## config.mk

```make
export PLATFORM = sky130hd
export DESIGN_NAME = npsa_ctrl
export DESIGN_NICKNAME = d
export VERILOG_FILES = /design/src/npsa_pkg.sv /design/src/npsa_ctrl.sv
export SDC_FILE = /design/constraint.sdc
export NUM_CORES = 1
export LEC_CHECK = 0
export BUFFER_PORTS_ARGS = -buffer_cell sky130_fd_sc_hd__buf_2
export CAP_MARGIN = 20
export CORE_MARGIN = 2
export CORE_UTILIZATION = 45
export DETAILED_ROUTE_END_ITERATION = 6
export PLACE_DENSITY = 0.65
export SLEW_MARGIN = 5
export SYNTH_ARGS = -nofsm -noshare
export SYNTH_HDL_FRONTEND = slang
export SYNTH_SLANG_ARGS = --single-unit
```

## constraint.sdc

```tcl
create_clock -name aclk -period 1.6 [get_ports aclk]
set_input_delay 0.32 -clock aclk [delete_from_list [all_inputs] [get_ports aclk]]
set_output_delay 0.32 -clock aclk [all_outputs]
set_load 0.1 [all_outputs]
```

## src/npsa_pkg.sv

```systemverilog
// ----------------------------------------------------------------------------
// npsa_pkg
// Shared constants, command and status types for the nonlinear phase
// spectrum accumulator.
// ----------------------------------------------------------------------------
package npsa_pkg;

    localparam int MAX_PAIRS = 64;

    localparam int SUM_W     = 23;
    localparam int CONTRIB_W = 17;

    // saturation level of the running sum, MAX_PAIRS in Q7.16
    localparam logic [SUM_W-1:0] SUM_CAP = SUM_W'(MAX_PAIRS * 65536);

    // log2(e) and ln(2) in Q30, one in Q30
    localparam logic [30:0] LOG2E_Q30 = 31'd1549082005;
    localparam logic [29:0] LN2_Q30   = 30'd744261118;
    localparam logic [31:0] ONE_Q30   = 32'h4000_0000;

    // number of Horner terms of the exponential series
    localparam logic [3:0] HORNER_TERMS = 4'd10;

    // last step index of the iterative units
    localparam logic [5:0] SQRT_LAST = 6'd31;
    localparam logic [5:0] DIV_LAST  = 6'd63;
    localparam logic [5:0] KDIV_LAST = 6'd31;

    // multiplier operand selection
    typedef enum logic [3:0] {
        MUL_NONE,
        MUL_AR_BR,
        MUL_AI_BI,
        MUL_AI_BR,
        MUL_AR_BI,
        MUL_XR_SQ,
        MUL_XI_SQ,
        MUL_XR_SC,
        MUL_XI_SS,
        MUL_W_S,
        MUL_ZLO_L,
        MUL_ZHI_L,
        MUL_G_LN2,
        MUL_T_R
    } mul_sel_t;

    // accumulator operation on the registered product
    typedef enum logic [2:0] {
        ACC_HOLD,
        ACC_LOAD,
        ACC_ADD,
        ACC_SUB,
        ACC_ADD_HI
    } acc_op_t;

    // datapath register operation
    typedef enum logic [4:0] {
        DP_NOP,
        DP_LOAD_IN,
        DP_STORE_XR,
        DP_STORE_XI,
        DP_SQ_LOAD_ACC,
        DP_SQ_LOAD_Q,
        DP_SQ_STEP,
        DP_STORE_MAG,
        DP_DV_LOAD_U,
        DP_DV_STEP,
        DP_STORE_Z,
        DP_STORE_N,
        DP_STORE_T,
        DP_DV_LOAD_K,
        DP_R_UPDATE,
        DP_DV_LOAD_FIN,
        DP_CONTRIB_FIN,
        DP_CONTRIB_ZERO,
        DP_DEGEN,
        DP_ACCUM,
        DP_EMIT
    } dp_op_t;

    typedef struct packed {
        mul_sel_t mul_sel;
        acc_op_t  acc_op;
        dp_op_t   dp_op;
    } npsa_cmd_t;

    typedef struct packed {
        logic mag_zero;
        logic n_big;
        logic k_one;
        logic last;
        logic out_busy;
    } npsa_status_t;

endpackage

```

## src/npsa_ctrl.sv

```systemverilog
// ----------------------------------------------------------------------------
// npsa_ctrl
// Sequencer that steps the datapath through cross-spectrum, magnitude,
// normalization, nonlinearity and accumulation for each transaction.
// ----------------------------------------------------------------------------
module npsa_ctrl
    import npsa_pkg::*;
(
    input  logic         aclk,
    input  logic         aresetn,
    input  logic         s_valid,
    output logic         s_ready,
    input  npsa_status_t status,
    output npsa_cmd_t    cmd
);

    typedef enum logic [5:0] {
        ST_IDLE,
        ST_X0, ST_X1, ST_X2, ST_X3, ST_X4, ST_X5, ST_X6, ST_X7,
        ST_P0, ST_P1, ST_P2,
        ST_SQ1, ST_MAG, ST_MAGCHK, ST_DIVU,
        ST_SQ2_LD, ST_SQ2, ST_ZMUL, ST_ZST,
        ST_XM0, ST_XM1, ST_XM2, ST_XCHK, ST_TST,
        ST_HR_MUL, ST_HR_LD, ST_HR_DIV, ST_HR_UPD,
        ST_FIN_LD, ST_FIN_DIV, ST_FIN_ST, ST_ACC
    } state_t;

    typedef enum logic [0:0] {
        OUT_READY,
        OUT_EMIT
    } emit_t;

    state_t    state_reg, state_next;
    logic [5:0] cnt_reg, cnt_next;
    emit_t     emit_reg, emit_next;

    // next state and command decode
    always_comb begin
        state_next  = state_reg;
        cnt_next    = cnt_reg;
        emit_next   = emit_reg;
        cmd.mul_sel = MUL_NONE;
        cmd.acc_op  = ACC_HOLD;
        cmd.dp_op   = DP_NOP;
        unique case (state_reg)
            ST_IDLE: begin
                if (emit_reg == OUT_EMIT) begin
                    if (!status.out_busy) begin
                        cmd.dp_op = DP_EMIT;
                        emit_next = OUT_READY;
                    end
                end else if (s_valid) begin
                    cmd.dp_op  = DP_LOAD_IN;
                    state_next = ST_X0;
                end
            end
            ST_X0: begin
                cmd.mul_sel = MUL_AR_BR;
                state_next  = ST_X1;
            end
            ST_X1: begin
                cmd.mul_sel = MUL_AI_BI;
                cmd.acc_op  = ACC_LOAD;
                state_next  = ST_X2;
            end
            ST_X2: begin
                cmd.mul_sel = MUL_AI_BR;
                cmd.acc_op  = ACC_ADD;
                state_next  = ST_X3;
            end
            ST_X3: begin
                cmd.mul_sel = MUL_AR_BI;
                cmd.acc_op  = ACC_LOAD;
                cmd.dp_op   = DP_STORE_XR;
                state_next  = ST_X4;
            end
            ST_X4: begin
                cmd.acc_op = ACC_SUB;
                state_next = ST_X5;
            end
            ST_X5: begin
                cmd.dp_op  = DP_STORE_XI;
                state_next = ST_X6;
            end
            ST_X6: begin
                cmd.mul_sel = MUL_XR_SQ;
                state_next  = ST_X7;
            end
            ST_X7: begin
                cmd.mul_sel = MUL_XI_SQ;
                cmd.acc_op  = ACC_LOAD;
                state_next  = ST_P0;
            end
            ST_P0: begin
                cmd.acc_op = ACC_ADD;
                state_next = ST_P1;
            end
            ST_P1: begin
                // energy goes to the root unit, steered product follows
                cmd.dp_op   = DP_SQ_LOAD_ACC;
                cmd.mul_sel = MUL_XR_SC;
                state_next  = ST_P2;
            end
            ST_P2: begin
                cmd.mul_sel = MUL_XI_SS;
                cmd.acc_op  = ACC_LOAD;
                state_next  = ST_SQ1;
                cnt_next    = '0;
            end
            ST_SQ1: begin
                if (cnt_reg == '0) begin
                    cmd.acc_op = ACC_SUB;
                end
                cmd.dp_op = DP_SQ_STEP;
                cnt_next  = cnt_reg + 6'd1;
                if (cnt_reg == SQRT_LAST) begin
                    state_next = ST_MAG;
                end
            end
            ST_MAG: begin
                cmd.dp_op  = DP_STORE_MAG;
                state_next = ST_MAGCHK;
            end
            ST_MAGCHK: begin
                cnt_next = '0;
                if (status.mag_zero) begin
                    cmd.dp_op  = DP_DEGEN;
                    state_next = ST_ACC;
                end else begin
                    cmd.dp_op  = DP_DV_LOAD_U;
                    state_next = ST_DIVU;
                end
            end
            ST_DIVU: begin
                cmd.dp_op = DP_DV_STEP;
                cnt_next  = cnt_reg + 6'd1;
                if (cnt_reg == DIV_LAST) begin
                    state_next = ST_SQ2_LD;
                end
            end
            ST_SQ2_LD: begin
                cmd.dp_op  = DP_SQ_LOAD_Q;
                cnt_next   = '0;
                state_next = ST_SQ2;
            end
            ST_SQ2: begin
                cmd.dp_op = DP_SQ_STEP;
                cnt_next  = cnt_reg + 6'd1;
                if (cnt_reg == SQRT_LAST) begin
                    state_next = ST_ZMUL;
                end
            end
            ST_ZMUL: begin
                cmd.mul_sel = MUL_W_S;
                state_next  = ST_ZST;
            end
            ST_ZST: begin
                cmd.dp_op  = DP_STORE_Z;
                state_next = ST_XM0;
            end
            ST_XM0: begin
                cmd.mul_sel = MUL_ZLO_L;
                state_next  = ST_XM1;
            end
            ST_XM1: begin
                cmd.mul_sel = MUL_ZHI_L;
                cmd.acc_op  = ACC_LOAD;
                state_next  = ST_XM2;
            end
            ST_XM2: begin
                cmd.acc_op = ACC_ADD_HI;
                state_next = ST_XCHK;
            end
            ST_XCHK: begin
                // exponent too large: the tail is below one lsb
                if (status.n_big) begin
                    cmd.dp_op  = DP_CONTRIB_ZERO;
                    state_next = ST_ACC;
                end else begin
                    cmd.dp_op   = DP_STORE_N;
                    cmd.mul_sel = MUL_G_LN2;
                    state_next  = ST_TST;
                end
            end
            ST_TST: begin
                cmd.dp_op  = DP_STORE_T;
                state_next = ST_HR_MUL;
            end
            ST_HR_MUL: begin
                cmd.mul_sel = MUL_T_R;
                state_next  = ST_HR_LD;
            end
            ST_HR_LD: begin
                cmd.dp_op  = DP_DV_LOAD_K;
                cnt_next   = '0;
                state_next = ST_HR_DIV;
            end
            ST_HR_DIV: begin
                cmd.dp_op = DP_DV_STEP;
                cnt_next  = cnt_reg + 6'd1;
                if (cnt_reg == KDIV_LAST) begin
                    state_next = ST_HR_UPD;
                end
            end
            ST_HR_UPD: begin
                cmd.dp_op = DP_R_UPDATE;
                if (status.k_one) begin
                    state_next = ST_FIN_LD;
                    cnt_next   = '0;
                end else begin
                    state_next = ST_HR_MUL;
                end
            end
            ST_FIN_LD: begin
                // load the final quotient operands
                cmd.dp_op  = DP_DV_LOAD_FIN;
                cnt_next   = '0;
                state_next = ST_FIN_DIV;
            end
            ST_FIN_DIV: begin
                cmd.dp_op = DP_DV_STEP;
                cnt_next  = cnt_reg + 6'd1;
                if (cnt_reg == DIV_LAST) begin
                    state_next = ST_FIN_ST;
                end
            end
            ST_FIN_ST: begin
                cmd.dp_op  = DP_CONTRIB_FIN;
                state_next = ST_ACC;
            end
            ST_ACC: begin
                cmd.dp_op  = DP_ACCUM;
                state_next = ST_IDLE;
                if (status.last) begin
                    emit_next = OUT_EMIT;
                end
            end
            default: state_next = ST_IDLE;
        endcase
    end

    assign s_ready = (state_reg == ST_IDLE) && (emit_reg == OUT_READY);

    // state and counters
    always_ff @(posedge aclk) begin
        if (!aresetn) begin
            state_reg <= ST_IDLE;
            cnt_reg   <= '0;
            emit_reg  <= OUT_READY;
        end else begin
            state_reg <= state_next;
            cnt_reg   <= cnt_next;
            emit_reg  <= emit_next;
        end
    end

endmodule

```

==> metrics.md, run 1 <==
| Metric | Value |
|---|---|
| Outcome | stopped before the end |
| Stopping stage | global routing (5_1_grt) |
| Tool Error | [ERROR DPL-0038] Utilization greater than 100%, impossible to legalize |
| H-tree depth | 1 |
| Row count | 21 |
| Total CTS buffers | 3 |
| Starting Density | 47.9% |
| CTS Root Cell | clkbuf_4 |
| Post-CTS Hold Buffers | 0 |
| Largest net degree at the start of global routing | 15 |
| Clock sink total | 13 |
| Die width | 64.3 um |
| Asr flop ratio synth | 0% |
| Ys flop type | dfxtp_1 |
| Worst setup endpoint GRT | cmd[1] |
| #FFs+latches synth | 13 |
| Buffers on Ports | 20 |
| Seq/Total Area, Yosys | 15.9% |
| Synthesis Warnings | 0 |
| EDFF count, synth | 0 |
| Gp weighted congestion | 1.07 |
| Die height | 64.3 um |
| Synth Net Count | 239 |
| IO Pins | 21 |
| CTS Buffer Depth | 2 |
| Hpwl dp | 5.20 mm |
| Mapped Cells | 229 |
| Synth unique cells | 59 |
| Worst endpoint pin kind | output port |
| Synth Area per Inst | 7.15 um^2 |
| Synth Cell Area | 1640 um^2 |
==> cell usage after synthesis, types with 3 or more instances <==
master	instances	area, um^2
a21boi_0	3	22.5
a21o_1	3	22.5
a21oi_1	8	40.0
a22o_1	3	26.3
a32o_1	4	40.0
a32oi_1	3	26.3
buf_1	4	15.0
buf_2	11	55.1
dfxtp_1	13	260
inv_1	11	41.3
mux2i_1	3	30.0
nand2_1	26	97.6
nand2b_1	10	62.6
nand3_1	10	50.1
nand4_1	3	18.8
nor2_1	18	67.6
nor2b_1	13	81.3
nor3_1	3	15.0
o211ai_1	3	22.5
o21ai_0	10	50.1
o221ai_1	4	35.0
o22ai_1	8	50.1
or3_1	4	25.0
xnor2_1	4	35.0
==> cell families after synthesis <==
| group | after synthesis | share of synthesized area (%) |
|---|---|---|
| AND/OR/NAND/NOR | 103 | 34.3 |
| AO/OA/AOI/OAI | 72 | 34.6 |
| multiplexers | 4 | 2.52 |
| buffers and inverters | 30 | 8.41 |
| adder cells (fa/ha/maj) | 2 | 1.53 |
| XOR/XNOR | 5 | 2.68 |
| flip-flops | 13 | 15.9 |
==> per-stage QoR <==
stage                     cells  TNS [ps]  area (um^2)  util (%)  setup slack (ps)
after global placement      361     -4800         2810      82.3              -307
after floorplan             229     -5400         2000         -              -639
after CTS                   382     -7970         3230      94.6              -547
after detailed placement    361     -5410         2810      82.3              -314
==> repair_timing <==
item / CTS
endpoints found under the setup margin: 25
cloned: 0
resized for setup: 69
buffers inserted: 18
pin swaps: 34
==> inputs of run 2 (changes only) <==
--- a/config.mk
+++ b/config.mk
@@ -8,9 +8,9 @@
 export BUFFER_PORTS_ARGS = -buffer_cell sky130_fd_sc_hd__buf_2
 export CAP_MARGIN = 20
 export CORE_MARGIN = 2
-export CORE_UTILIZATION = 45
+export CORE_UTILIZATION = 30
 export DETAILED_ROUTE_END_ITERATION = 6
-export PLACE_DENSITY = 0.65
+export PLACE_DENSITY_LB_ADDON = 0.15
 export SLEW_MARGIN = 5
 export SYNTH_ARGS = -nofsm -noshare
 export SYNTH_HDL_FRONTEND = slang
==> constraint.sdc (replaced) <==
create_clock -name aclk -period 2.1 [get_ports aclk]
set_input_delay 0.42 -clock aclk [delete_from_list [all_inputs] [get_ports aclk]]
set_output_delay 0.42 -clock aclk [all_outputs]
set_load 0.1 [all_outputs]
==> metrics.md, run 2 <==
| Metric | Value |
|---|---|
| Outcome | complete, but fails checks |
| Failing checks | negative setup slack |
| Gp weighted congestion | 0.889 (-17%) |
| GRT Resource Usage Total | 20.6% |
| Seq/Total Area, Yosys | 15.9% (unchanged) |
| DR WL/cell | 16.6 um |
| Main combinational cell family by area after synthesis | compound AO/OA/AOI/OAI gates |
| RSZ-0062 raised after global routing | true |
| CP cell instances | buf_6 -> buf_4 -> or2b_1 -> buf_4 -> o41ai_4 -> buf_12 |
| Adder-cell share of the synthesized area | 1.53% (unchanged) |
| Pre-CTS setup slack | -22.3 ps (+292 ps) |
| Rel. slew slack | 76.0% |
| Top cells by count, synth | nand2_1, nor2_1, dfxtp_1, nor2b_1 |
| Initial antenna violation count | 0 |
| Synth Area per Inst | 7.15 um^2 (unchanged) |
| Hold WS | 536 ps |
| CP Capture Type | output port |
| EDFF count, synth | 0 (unchanged) |
| Asr flop ratio synth | 0% (unchanged) |
| Count of max-cap constraint violations | 0 |
| Required time worst endpoint | 1680 ps |
| Starting Density | 31.6% (-16 points) |
| Placed cell areas | 2540 um^2 (-9.7%) |
| Ys flop type | dfxtp_1 |
| Worst Tran Pin Value | 359 ps |
| Synth Net Count | 239 (unchanged) |
| Row count | 26 (+24%) |
| Synth top area cells | dfxtp_1, nand2_1, nor2b_1, nor2_1, nand2b_1 |
| Part of the cycle the worst path needs | 105% |
| Die height | 77.9 um (+21%) |
| VDD IR max | 0.483 mV |
| CTS tree | yes |
| CP Max Fanout | 6 |
| Most common cell after layout, fill and taps aside | buf_4 |
| Crit-path slowest cell | dfxtp_4 |
| ANT nets after route | 0 |
| Layout cells sized above 1 | 52.6% |
| Diodes inserted | 0 |
| Core footprint | 5170 um^2 |
| Fin. Hold Viols | 0 |
| Gr ovfl total | 0 |
| Crit path DAT | 1790 ps |
| Reg area | 280 um^2 |
| Starting DRT DRC Count | 166 |
| Static Leak | 1.16 nW |
| Cell area after layout | 2970 um^2 |
| Synth unique cells | 59 (unchanged) |
| Final worst slack | -107 ps |
| Placed instance count | 352 (-2.5%) |
| Clk slew on worst S/H paths | 60 ps |
| CP startpoint kind | flip-flop |
| Synthesis Warnings | 0 (unchanged) |
| Hpwl dp | 4.52 mm (-13%) |
| Worst-Skew Late Latency | 240 ps |
| CTS Root Cell | clkbuf_8 |
| Buffers on Ports | 20 (unchanged) |
| Final Max Tran Viols | 0 |
| Most used cell along the critical path | buf_4 |
| Via count | 2059 |
| Compound-cell area share of the yosys netlist | 34.6% (unchanged) |
| Commonest non-fill, non-tap cells in the layout | buf_4, nand2_1, buf_12 |
| Die width | 77.9 um (+21%) |
| Synth top area share | 15.9% (unchanged) |
| Die area | 6060 um^2 |
| Post-Synth XOR/XNOR Area | 2.68% (unchanged) |
| Tot Pwr | 1.43 mW |
| FILL cells | 443 |
| Largest net degree at the start of global routing | 17 |
| DR vias/cell | 5.51 |
| Setup_tns | -425 ps |
| IO Pins | 21 (unchanged) |
| Power per cell area | 482 nW/um^2 |
| Final core utilization | 57.4% |
| CTS Buffer Depth | 2 (unchanged) |
| DRC | 0 |
| Area delta synth->final | 81.3% |
| Worst Hold Class | input pin to flip-flop |
| Fmax | 453 MHz |
| Final Setup Violations | 8 |
| Post-synthesis mux area share | 2.52% (unchanged) |
| # nets final | 315 |
| Clock sink total | 13 (unchanged) |
| Dominant cell by count in the synthesized netlist | nand2_1 |
| Total CTS buffers | 3 (unchanged) |
| H-tree depth | 1 (unchanged) |
| Leading area contributor after synthesis | dfxtp_1 |
| #FFs+latches synth | 13 (unchanged) |
| Crit path largest cell delay | 420 ps |
| Drt pass-1 iters | 4 |
| Final wirelength | 6.21 mm |
| Setup Crit Path Kind | flip-flop to output port |
| Synth Area in Simple Gates | 34.3% (unchanged) |
| Area occupied by multi-input gates | 1650 um^2 |
| Global-route wire length before repair | 10.1 mm |
| Final Critical Period | 2210 ps |
| CP top delay family | buffers and inverters |
| Final std cells w/o fill | 374 |
| WP buf/inv | 4 |
| Final Skew | 3.51 ps |
| Synth Cell Area | 1640 um^2 (unchanged) |
| Mapped Cells | 229 (unchanged) |
| Vias in the first global route | 1991 |
[run 2: area by class of cell]
cell class	count	share of cell area (%)
flip-flops and latches	13	9.44
clock buffers	4	1.52
repair buffers	90	29.2
inverters	11	1.39
well taps	70	2.95
multi-input cells	186	55.5
[run 2: worst paths after layout]
path	start	to	slack (ps)	cells after the start
hold reg to reg	cnt_reg[0]$_SDFFE_PN0P_	cnt_reg[0]$_SDFFE_PN0P_	540	2
hold / removal	status[0]	emit_reg$_SDFFE_PN0P_	540	3
setup reg to reg	state_reg[0]$_SDFFE_PN0P_	state_reg[3]$_SDFFE_PN0P_	40	9
setup / recovery	state_reg[0]$_SDFFE_PN0P_	cmd[6]	-110	6
[run 2: logic make-up after synthesis]
| logic type | after synthesis |
|---|---|
| buf+inv | 30 |
| compound gates | 72 |
| mux | 4 |
| xor+xnor | 5 |
| flops | 13 |
| fa+ha+maj | 2 |
| simple gates | 103 |
[run 2: where the power goes]
part / internal, mW / switching, mW
clock network: 0.134 / 0.0946
registers: 0.255 / 0.0271
logic: 0.420 / 0.500
[run 2: worst min-delay path: stages]
cell and delay [ps]:
buf_2 80, o21ai_0 70, a21boi_0 160
[run 2: what timing repair did]
item	in CTS	in global routing
hold buffers	0	0
endpoints found under the setup margin	15	19
resized for setup	34	31
gates cloned	0	0
setup buffers	14	4
pin swaps	13	15
[run 2: metal layers]
metal	routed length [um]	vias to the layer above	track usage, %
met3	246	12	1.74
li1	-	1012	-
met5	0	-	0
met2	2970	53	32.8
met1	2880	982	29.2
met4	114	0	6.25
(Power assumes the default switching activity.)
